File: src/cia_pkg.sv
// complex integer alu: shared package
// op codes and default sizes; no dependencies
`timescale 1ns / 1ps

package cia_pkg;

  localparam int unsigned WIDTH_DEF  = 16;
  localparam int unsigned IO_W       = 16;
  localparam int unsigned FIFO_DEPTH = 2;

  typedef enum logic [2:0] {
    OP_ADD  = 3'd0,
    OP_SUB  = 3'd1,
    OP_MUL  = 3'd2,
    OP_DIV  = 3'd3,
    OP_CONJ = 3'd4,
    OP_ADDR = 3'd5,
    OP_SUBR = 3'd6,
    OP_DIVR = 3'd7
  } op_t;

endpackage

File: src/cia_front.sv
// complex integer alu: front stage, takes items and sign-extends operands to WIDTH
// depends on cia_pkg
`timescale 1ns / 1ps

module cia_front
  import cia_pkg::*;
#(
  parameter int unsigned WIDTH = WIDTH_DEF
) (
  input  logic                    clk,
  input  logic                    rst_n,
  input  logic                    in_valid,
  output logic                    in_ready,
  input  logic [2:0]              in_op,
  input  logic [IO_W-1:0]         in_a_re,
  input  logic [IO_W-1:0]         in_a_im,
  input  logic [IO_W-1:0]         in_b_re,
  input  logic [IO_W-1:0]         in_b_im,
  output logic                    q_valid,
  input  logic                    q_ready,
  output op_t                     q_op,
  output logic signed [WIDTH-1:0] q_a_re,
  output logic signed [WIDTH-1:0] q_a_im,
  output logic signed [WIDTH-1:0] q_b_re,
  output logic signed [WIDTH-1:0] q_b_im
);

  localparam int unsigned IW = (WIDTH < IO_W) ? WIDTH : IO_W;

  logic                    valid_r;
  op_t                     op_r;
  logic signed [WIDTH-1:0] a_re_r, a_im_r, b_re_r, b_im_r;
  logic                    take;

  assign in_ready = !valid_r || q_ready;
  assign take     = in_valid && in_ready;

  always_ff @(posedge clk) begin
    if (!rst_n) begin
      valid_r <= 1'b0;
    end else if (in_ready) begin
      valid_r <= in_valid;
    end
  end

  always_ff @(posedge clk) begin
    if (take) begin
      op_r   <= op_t'(in_op);
      a_re_r <= WIDTH'($signed(in_a_re[IW-1:0]));
      a_im_r <= WIDTH'($signed(in_a_im[IW-1:0]));
      b_re_r <= WIDTH'($signed(in_b_re[IW-1:0]));
      b_im_r <= WIDTH'($signed(in_b_im[IW-1:0]));
    end
  end

  assign q_valid = valid_r;
  assign q_op    = op_r;
  assign q_a_re  = a_re_r;
  assign q_a_im  = a_im_r;
  assign q_b_re  = b_re_r;
  assign q_b_im  = b_im_r;

endmodule

File: config.mk
export PLATFORM = sky130hd
export DESIGN_NAME = cia_front
export DESIGN_NICKNAME = d
export VERILOG_FILES = /design/src/cia_pkg.sv /design/src/cia_front.sv
export SDC_FILE = /design/constraint.sdc
export NUM_CORES = 1
export LEC_CHECK = 0
export BUFFER_PORTS_ARGS = -buffer_cell sky130_fd_sc_hd__buf_2
export CAP_MARGIN = 20
export CORE_AREA = 5 5 77 79
export CTS_BUF_LIST = sky130_fd_sc_hd__clkbuf_8
export DETAILED_ROUTE_END_ITERATION = 10
export DIE_AREA = 0 0 82 84
export PLACE_DENSITY = 0.82
export SKIP_LAST_GASP = 1
export SLEW_MARGIN = 20
export SYNTH_ARGS = -nofsm -noshare
export SYNTH_HDL_FRONTEND = slang
export SYNTH_SLANG_ARGS = --single-unit
File: constraint.sdc
create_clock -name clk -period 1.5 [get_ports clk]
set_input_delay 0.3 -clock clk [delete_from_list [all_inputs] [get_ports clk]]
set_output_delay 0.3 -clock clk [all_outputs]
set_load 0.01 [all_outputs]
==> summary.txt <==
CTS
  • Clock root cell: clkbuf_8
  • Post-CTS setup buffers: 0
  • Clock transition at path regs: roughly 0.070 ns
  • CTS tree: built
  • TritonCTS Buffers: 9
  • CTS H-tree depth: 3
  • CTS Sinks: 68
  • Post-CTS Hold Buffers: 0
  • Clock Path Buffers: 2
  • CTS resizes: 0
  • Clk Latency, worst-skew pair: roughly 0.32 ns

Logic synthesis
  • #FFs+latches synth: approximately 70
  • Mapped Area: 2069 um^2
  • Yosys cell types: 6
  • Post-synth net total: approximately 140
  • Area fraction of the dominant cell type after synthesis: 97.22%
  • Synth async-reset ratio: 0%
  • Top-count cell post-synth: edfxtp_1
  • Top_reg_cell synth: edfxtp_1
  • Mapped Cells: 72
  • Seq/Total Area, Yosys: approximately 98%
  • EDFF count, synth: 67
  • Yosys warns: 0
  • Synth Area per Inst: 28.74 um^2
  • Post-synth top area cell: edfxtp_1
  • Top post-synthesis cells by area: edfxtp_1 (97%), dfxtp_1 (0.97%), nand2b_4 (0.67%), a21boi_2 (0.54%), and2_4 (0.42%)

Critical path
  • CP cell instances: nand2b_4, buf_2
  • CP Capture Type: primary output
  • CP top delay family: flip-flops
  • Buf+Inv Stages, Crit Path: 1
  • Critical Path Slowest Stage Cell: dfxtp_1
  • Arrival time at the worst endpoint: 0.90 ns
  • Req. time, crit path: 1.20 ns
  • CP Depth: 2
  • CP Class: reg -> out
  • Critical Path Fanout Max: 3
  • Worst R2R Path Depth: 3
  • Crit path launch type: flop
  • Slowest stage delay, CP: around 0.37 ns

Placed design
  • Post-Place Cells: between 200 and 300
  • Gpl congestion: about 0.70
  • PortBufs: ~140
  • DP Worst Slack: 0.2522 ns

Run status
  • Status: completed

Drt
  • Drt first pass iters: 4
  • Wirelength per Cell: 14.88 um
  • Via count of the routed design: 1241
  • Drt drc: 0
  • Post-route ant nets: 0
  • Total routed wirelength: between 4 and 5 mm
  • Vias/cell: roughly 4.1
  • Iter 0 DRT Violations: 51

Floorplan
  • Die height: approximately 84 um
  • Ports: 140
  • Core footprint: 5270 um^2
  • Starting Density: 39.27%
  • Die width: ~82 um
  • Row count: 27
  • Die area: 6888 um^2

Layout
  • ANT cells: 0
  • Final cell count without fillers: 302
  • Core Util, Final: roughly 60%
  • Fillers: roughly 430
  • P&R area growth vs syn: 49.76%
  • Nets: 296
  • Share of cells above drive strength 1: about 69%

Power and ir drop
  • P_leak: approximately 1.4 nW
  • PwrDens: around 1300 nW/um^2
  • Worst vdd ir: slightly below 1000 uV
  • Overall power consumption: 3.929 mW

Global route
  • Largest net degree at the start of global routing: 30
  • First-pass GRT wire length: ~6.9 mm
  • Tot GR Track Use: roughly 14%
  • Number of global-route vias before repair: 1445
  • Initial antenna violation count: 0
  • Grt total ovfl: 0

Job
  • Max-capacitance violation count: 0

STA
  • Hold Vio Cnt, Final: 0
  • Final Max Slew Viols: 0
  • Clock skew: 0.003372 ns
  • Final setup viols: 0
  • Tcrit/Tclk final: between 70% and 80%
  • Final WS setup: a little over 0.3 ns
  • Max Freq: 834.8 MHz
  • Worst slew pin tran: 0.1550 ns
  • Min Tclk post-route: approximately 1.2 ns
  • Unrepaired setup endpoints after global routing: false
  • Final TNS setup: 0 ns
  • Worst slew margin: about 90%

Hold path
  • Min-Delay Path Depth: 1
  • Worst hold path type: in -> reg
-- worst paths after layout --
check,from,end,slack (ns)
worst max-delay path,q_valid,in_ready,0.30
worst min-delay path,in_b_im[12],q_b_im[12],0.15
worst max register to register,q_valid,q_b_im[10],0.35
worst min register to register,q_valid,q_valid,0.50
-- routing by layer --
layer  GRT usage (%)  up-vias  share of wire, %
li1                -      592                 -
met1           13.18      565                32
met2           22.92       82                52
met3           10.37        2                15
met4           4.985        0              0.69
met5               0        -                 0
-- registers in the layout (all words and copies together) (netlist names) --
signal	flops
q_valid	1
q_a_re	16
q_b_re	16
q_a_im	16
q_b_im	16
q_op	3
-- placed cells by master (no fill, tap or decap) --
cell / n
inv_1: 3
clkinvlp_4: 1
nand2b_4: 1
bufinv_16: 1
clkinv_2: 3
buf_12: 3
clkbuf_8: 9
a21boi_2: 1
dfxtp_1: 1
buf_2: 139
edfxtp_1: 67
and2_4: 1
-- metrics by stage --
stage / instance area, um^2 / hold WS, ns
6_report: 3099 / 0.1495
5_1_grt: 3099 / 0.1158
4_1_cts: 3099 / 0.1277
3_5_place_dp: 2915 / 0.4781
3_3_place_gp: 2915 / 0.4764
2_1_floorplan: 2069 / 0.3989
-- report_power, final --
part           switching (mW)  total (mW)  internal, mW  leakage [nW]
clock                   0.612        1.36         0.746         0.101
combinational           0.171       0.329         0.158         0.595
sequential             0.0236        2.24          2.22         0.657
total                   0.807        3.93          3.12          1.35
-- cells by family (layout without fill, tap and decap cells) --
kind of cell	count (synthesis)	in the layout	share of synthesized area, %
flip-flops	68	68	98.19
AND/OR/NAND/NOR	2	2	1.088
AO/OA/AOI/OAI	1	1	0.5441
buffers and inverters	1	159	0.1812
-- worst reg2reg max path, delay by kind of cell (launching register included) --
family | cells | cell delay, ns
buf+inv | 1 | 0.21
simple gates | 2 | 0.30
flops | 1 | 0.33
-- layout make-up --
class / instances / area [um^2] / share of cell area [%]
repair buffers: 142 / 755.7 / 24.38
inverters: 1 / 3.754 / 0.1211
multi-input cells: 3 / 33.78 / 1.090
clock inverters: 7 / 60.06 / 1.938
clock buffers: 9 / 123.9 / 3.997
flip-flops and latches: 68 / 2032 / 65.56
well taps: 72 / 90.09 / 2.907
No activity file was read; power rests on OpenSTA's default activity.
