File: config.mk
export PLATFORM = sky130hd
export DESIGN_NAME = cia_fifo
export DESIGN_NICKNAME = d
export VERILOG_FILES = /design/src/cia_pkg.sv /design/src/cia_fifo.sv
export SDC_FILE = /design/constraint.sdc
export NUM_CORES = 1
export LEC_CHECK = 0
export BUFFER_PORTS_ARGS = -buffer_cell sky130_fd_sc_hd__buf_2
export CAP_MARGIN = 0
export CELL_PAD_IN_SITES_DETAIL_PLACEMENT = 0
export CELL_PAD_IN_SITES_GLOBAL_PLACEMENT = 1
export CORE_UTILIZATION = 36
export CTS_CLUSTER_DIAMETER = 150
export CTS_CLUSTER_SIZE = 25
export DETAILED_ROUTE_END_ITERATION = 10
export HOLD_SLACK_MARGIN = 0.03
export PLACE_DENSITY_LB_ADDON = 0.08
export SYNTH_ARGS = -nofsm -noshare
export SYNTH_HDL_FRONTEND = slang
export SYNTH_SLANG_ARGS = --single-unit
File: constraint.sdc
create_clock -name clk -period 1.5 [get_ports clk]
set_clock_uncertainty 0.15 [all_clocks]
set_input_delay 0.075 -clock clk [delete_from_list [all_inputs] [get_ports clk]]
set_output_delay 0.075 -clock clk [all_outputs]
set_load 0.03 [all_outputs]
File: src/cia_pkg.sv
// complex integer alu: shared package
// op codes and default sizes; no dependencies
`timescale 1ns / 1ps

package cia_pkg;

  localparam int unsigned WIDTH_DEF  = 16;
  localparam int unsigned IO_W       = 16;
  localparam int unsigned FIFO_DEPTH = 2;

  typedef enum logic [2:0] {
    OP_ADD  = 3'd0,
    OP_SUB  = 3'd1,
    OP_MUL  = 3'd2,
    OP_DIV  = 3'd3,
    OP_CONJ = 3'd4,
    OP_ADDR = 3'd5,
    OP_SUBR = 3'd6,
    OP_DIVR = 3'd7
  } op_t;

endpackage

File: src/cia_fifo.sv
// complex integer alu: small queue between front and back
// depends on cia_pkg
`timescale 1ns / 1ps

module cia_fifo
  import cia_pkg::*;
#(
  parameter int unsigned DW    = 8,
  parameter int unsigned DEPTH = FIFO_DEPTH
) (
  input  logic          clk,
  input  logic          rst_n,
  input  logic          wr_valid,
  output logic          wr_ready,
  input  logic [DW-1:0] wr_data,
  output logic          rd_valid,
  input  logic          rd_ready,
  output logic [DW-1:0] rd_data
);

  localparam int unsigned AW = (DEPTH > 1) ? $clog2(DEPTH) : 1;

  logic [DW-1:0] mem [DEPTH];
  logic [AW-1:0] wptr_r, rptr_r, wptr_nxt, rptr_nxt;
  logic [AW:0]   cnt_r, cnt_nxt;
  logic          push, pop;

  assign wr_ready = (cnt_r < (AW+1)'(DEPTH));
  assign rd_valid = (cnt_r != '0);
  assign push     = wr_valid && wr_ready;
  assign pop      = rd_valid && rd_ready;
  assign rd_data  = mem[rptr_r];

  always_comb begin
    wptr_nxt = wptr_r;
    rptr_nxt = rptr_r;
    cnt_nxt  = cnt_r;
    if (push) begin
      wptr_nxt = (wptr_r == AW'(DEPTH - 1)) ? '0 : wptr_r + 1'b1;
    end
    if (pop) begin
      rptr_nxt = (rptr_r == AW'(DEPTH - 1)) ? '0 : rptr_r + 1'b1;
    end
    case ({push, pop})
      2'b10:   cnt_nxt = cnt_r + 1'b1;
      2'b01:   cnt_nxt = cnt_r - 1'b1;
      default: cnt_nxt = cnt_r;
    endcase
  end

  always_ff @(posedge clk) begin
    if (!rst_n) begin
      wptr_r <= '0;
      rptr_r <= '0;
      cnt_r  <= '0;
    end else begin
      wptr_r <= wptr_nxt;
      rptr_r <= rptr_nxt;
      cnt_r  <= cnt_nxt;
    end
  end

  always_ff @(posedge clk) begin
    if (push) begin
      mem[wptr_r] <= wr_data;
    end
  end

endmodule

==> impl_results.md <==
* Critical path capture point type: flip-flop
* Power share of the combinational group at 50.6%
* Final Hold Viols at 0
* Fin. max-slew vios at 0
* Peak VDD IR at 0.9689 mV
* CTS tree: built
* Count of cell types in the netlist at 17
* Hold crit path type: in -> reg
* IO Count at 22
* Non-Filler Instances at 117
* GRT Overall Usage at 11.04%
* Syn nets at 61
* Switching power at 0.0007150 W
* #FFs+latches synth at 21
* Post-route setup TNS at 0 ps
* Fmax at 674.2 MHz
* Mux contribution to synthesized area at 11.27%
* Run status: finished, final reports clean
* Critical Path Max Stage Delay at 340 ps
* DP HPWL at 802.7 um
* Die width at 49.13 um
* CP max FO at 2
* Setup CP Type: reg -> reg
* Nets at 104
* Slowest CP cell: dfxtp_2
* CORE AREA at 0.002022 mm^2
* First-pass GRT wire length at 1.959 mm
* # setup viols final at 0
* DR vias at 485
* CTS Buffer Depth at 2
* Family with the most delay on the worst path: flip-flops
* Rel. slew slack at 87.81%
* Synth Area in XOR/XNOR at 3.286%
* Clock root buffer: clkbuf_4
* Dpl cells at 103
* Placed inst area at 0.001006 mm^2
* H-tree levels at 1
* Pint at 0.001452 W
* Leakage power at 0.5032 nW
* Syn Area/Cell at 16.66 um^2
* Hold Slack at 163.2 ps
* Largest net degree at the start of global routing at 13
* GRT Residual Overflow at 0
* Critical path, cell by cell: o21a_1 > ha_4 > xnor2_2 > or3_1 > a21boi_1
* Clk_lat worst skew at 290 ps
* Die height at 49.13 um
* Share of post-route cells with drive strength above 1 at 53.33%
* 1st-iter DRT viols at 4
* Port Buffers at 21
* Post-Synth Simple-Gate Area at 6.729%
* Arr. time, crit path at 1560 ps
* Initial core utilization at 39.54%
* Remaining antenna violation count after routing at 0
* Synth Warn # at 0
* Hold path start: wr_valid
* # DRC at 0
* Compound-Gate Fraction of Synth Area at 3.443%
* Vias in the first global route at 489
* Antenna violations before repair at 0
* # rows at 16
* PwrDens at 1753 mW/mm^2
* Final Wtd Congestion at 0.6760
* Post-DR vias/cell at 4.145
* Die area at 0.002413 mm^2
* Synthesized instance count at 48
* Final WL at 1.255 mm
* Final Cycle Share at 98.88%
* Post-synthesis sequential area ratio at 72.61%
* Post-synthesis adder-cell area fraction at 1.565%
* Post-route design area at 0.001236 mm^2
* Routed length per instance at 10.73 um
* Buf/Inv on CP at 0
* Req. time, crit path at 1580 ps
* Startpoint types: flip-flop
* DRT Pass-1 Iters at 2
* CTS Buf Count at 3
* Commonest cells after routing, fill and taps aside: edfxtp_1, buf_2, buf_6
* Worst setup path startpoint: cnt_r[0]
* Switching share of power at 32.99%
* Syn-to-layout area delta at 54.62%
* CTS clock-pin slew for the worst setup and hold paths at 110 ps
* RSZ-0062 raised after global routing: yes
* Sequential power share at 37.4%
* Slew of the pin with the lowest slew margin at 181.6 ps
* Tmin final at 1483 ps
* Diodes inserted at 0
* Max Cap Viol at 0
* Clk pwr share at 12.0%
* Mapped cell area at 799.5 um^2
* Largest family of logic cells by synthesized area: multiplexers
* Clk sinks at 21
* Most common cell after layout, fill and taps aside: edfxtp_1
* Worst reg2reg path startpoint: cnt_r[0]
## routing by layer
metal | global-route usage (%) | wire length [um] | up-vias
met3 | 2.804 | 43 | 0
met2 | 18.26 | 634 | 12
met4 | 4.412 | 0 | 0
met5 | 0 | 0 | -
li1 | - | - | 259
met1 | 13.67 | 577 | 214
## state kept, by name, summed over array words and instances (netlist names), named ones only
name and flops:
cnt_r 2, mem 16, rptr_r 1, wptr_r 1
## tightest hold or removal path, cell delays in order
cell,delay [ps]
buf_2,90
and3_1,140
buf_4,170
## synth_stat cells
cell      number  area share [%]
nor2b_1        2             1.6
or2_2          1            0.78
nand2b_1       1            0.78
o21a_1         2             1.9
a21boi_1       1            0.94
dfxtp_1        5              13
edfxtp_1      16              60
inv_1          1            0.47
mux2_2         8              11
nor2_1         1            0.47
buf_2          1            0.63
and3_1         1            0.78
o21ai_0        1            0.63
xnor2_1        3             3.3
or3_1          1            0.78
and2_1         2             1.6
ha_1           1             1.6
## final timing paths
kind	endpoint	slack (ps)	depth (start not counted)
max	cnt_r[1]	20	5
min	mem[1][1]	160	3
max reg2reg	cnt_r[1]	20	5
min reg2reg	rptr_r	410	2
## cells by family (layout without fill, tap and decap cells)
kind of cell	Yosys count	after routing
DFF	21	21
and+or+nand+nor	9	9
muxes	8	8
AOI/OAI and AO/OA	4	4
xor gates and xnor gates	3	3
buffers and inverters	2	44
adders and majority gates	1	1
## layout make-up
cell class / count / area [um^2]
inverter: 1 / 3.754
sequential: 21 / 584.3
multi-input combinational: 25 / 260.3
fill: 157 / 785.8
clock inverter: 1 / 5.005
clock buffer: 3 / 22.52
timing repair buffer: 39 / 326.6
tap: 27 / 33.78
## power by group through the flow
stage	Clock, W	Sequential [W]	Combinational (W)
6_report	0.000259	0.000811	0.00110
5_1_grt	0.000292	0.000829	0.00117
4_1_cts	0.000272	0.000807	0.000921
3_5_place_dp	0	0.000812	0.000837
3_3_place_gp	0	0.000811	0.000834
2_1_floorplan	0	0.000807	0.000576
## repair_timing
action,in CTS,in global routing
hold endpoints to repair,21,0
buffers inserted,1,0
setup endpoints to repair,9,10
pin swaps,2,0
gates resized for setup,11,23
hold buffers,9,0
## per-stage QoR
step / util, % / setup WS (ps) / total power, W
after CTS: 57.18 / 1.663 / 0.002000
after global routing: 61.14 / -68.18 / 0.002288
after floorplan: - / 39.84 / 0.001383
after global placement: 49.75 / 19.24 / 0.001645
final: 61.14 / 16.74 / 0.002167
after detailed placement: 49.75 / -2.358 / 0.001648
(Power assumes the default switching activity.)
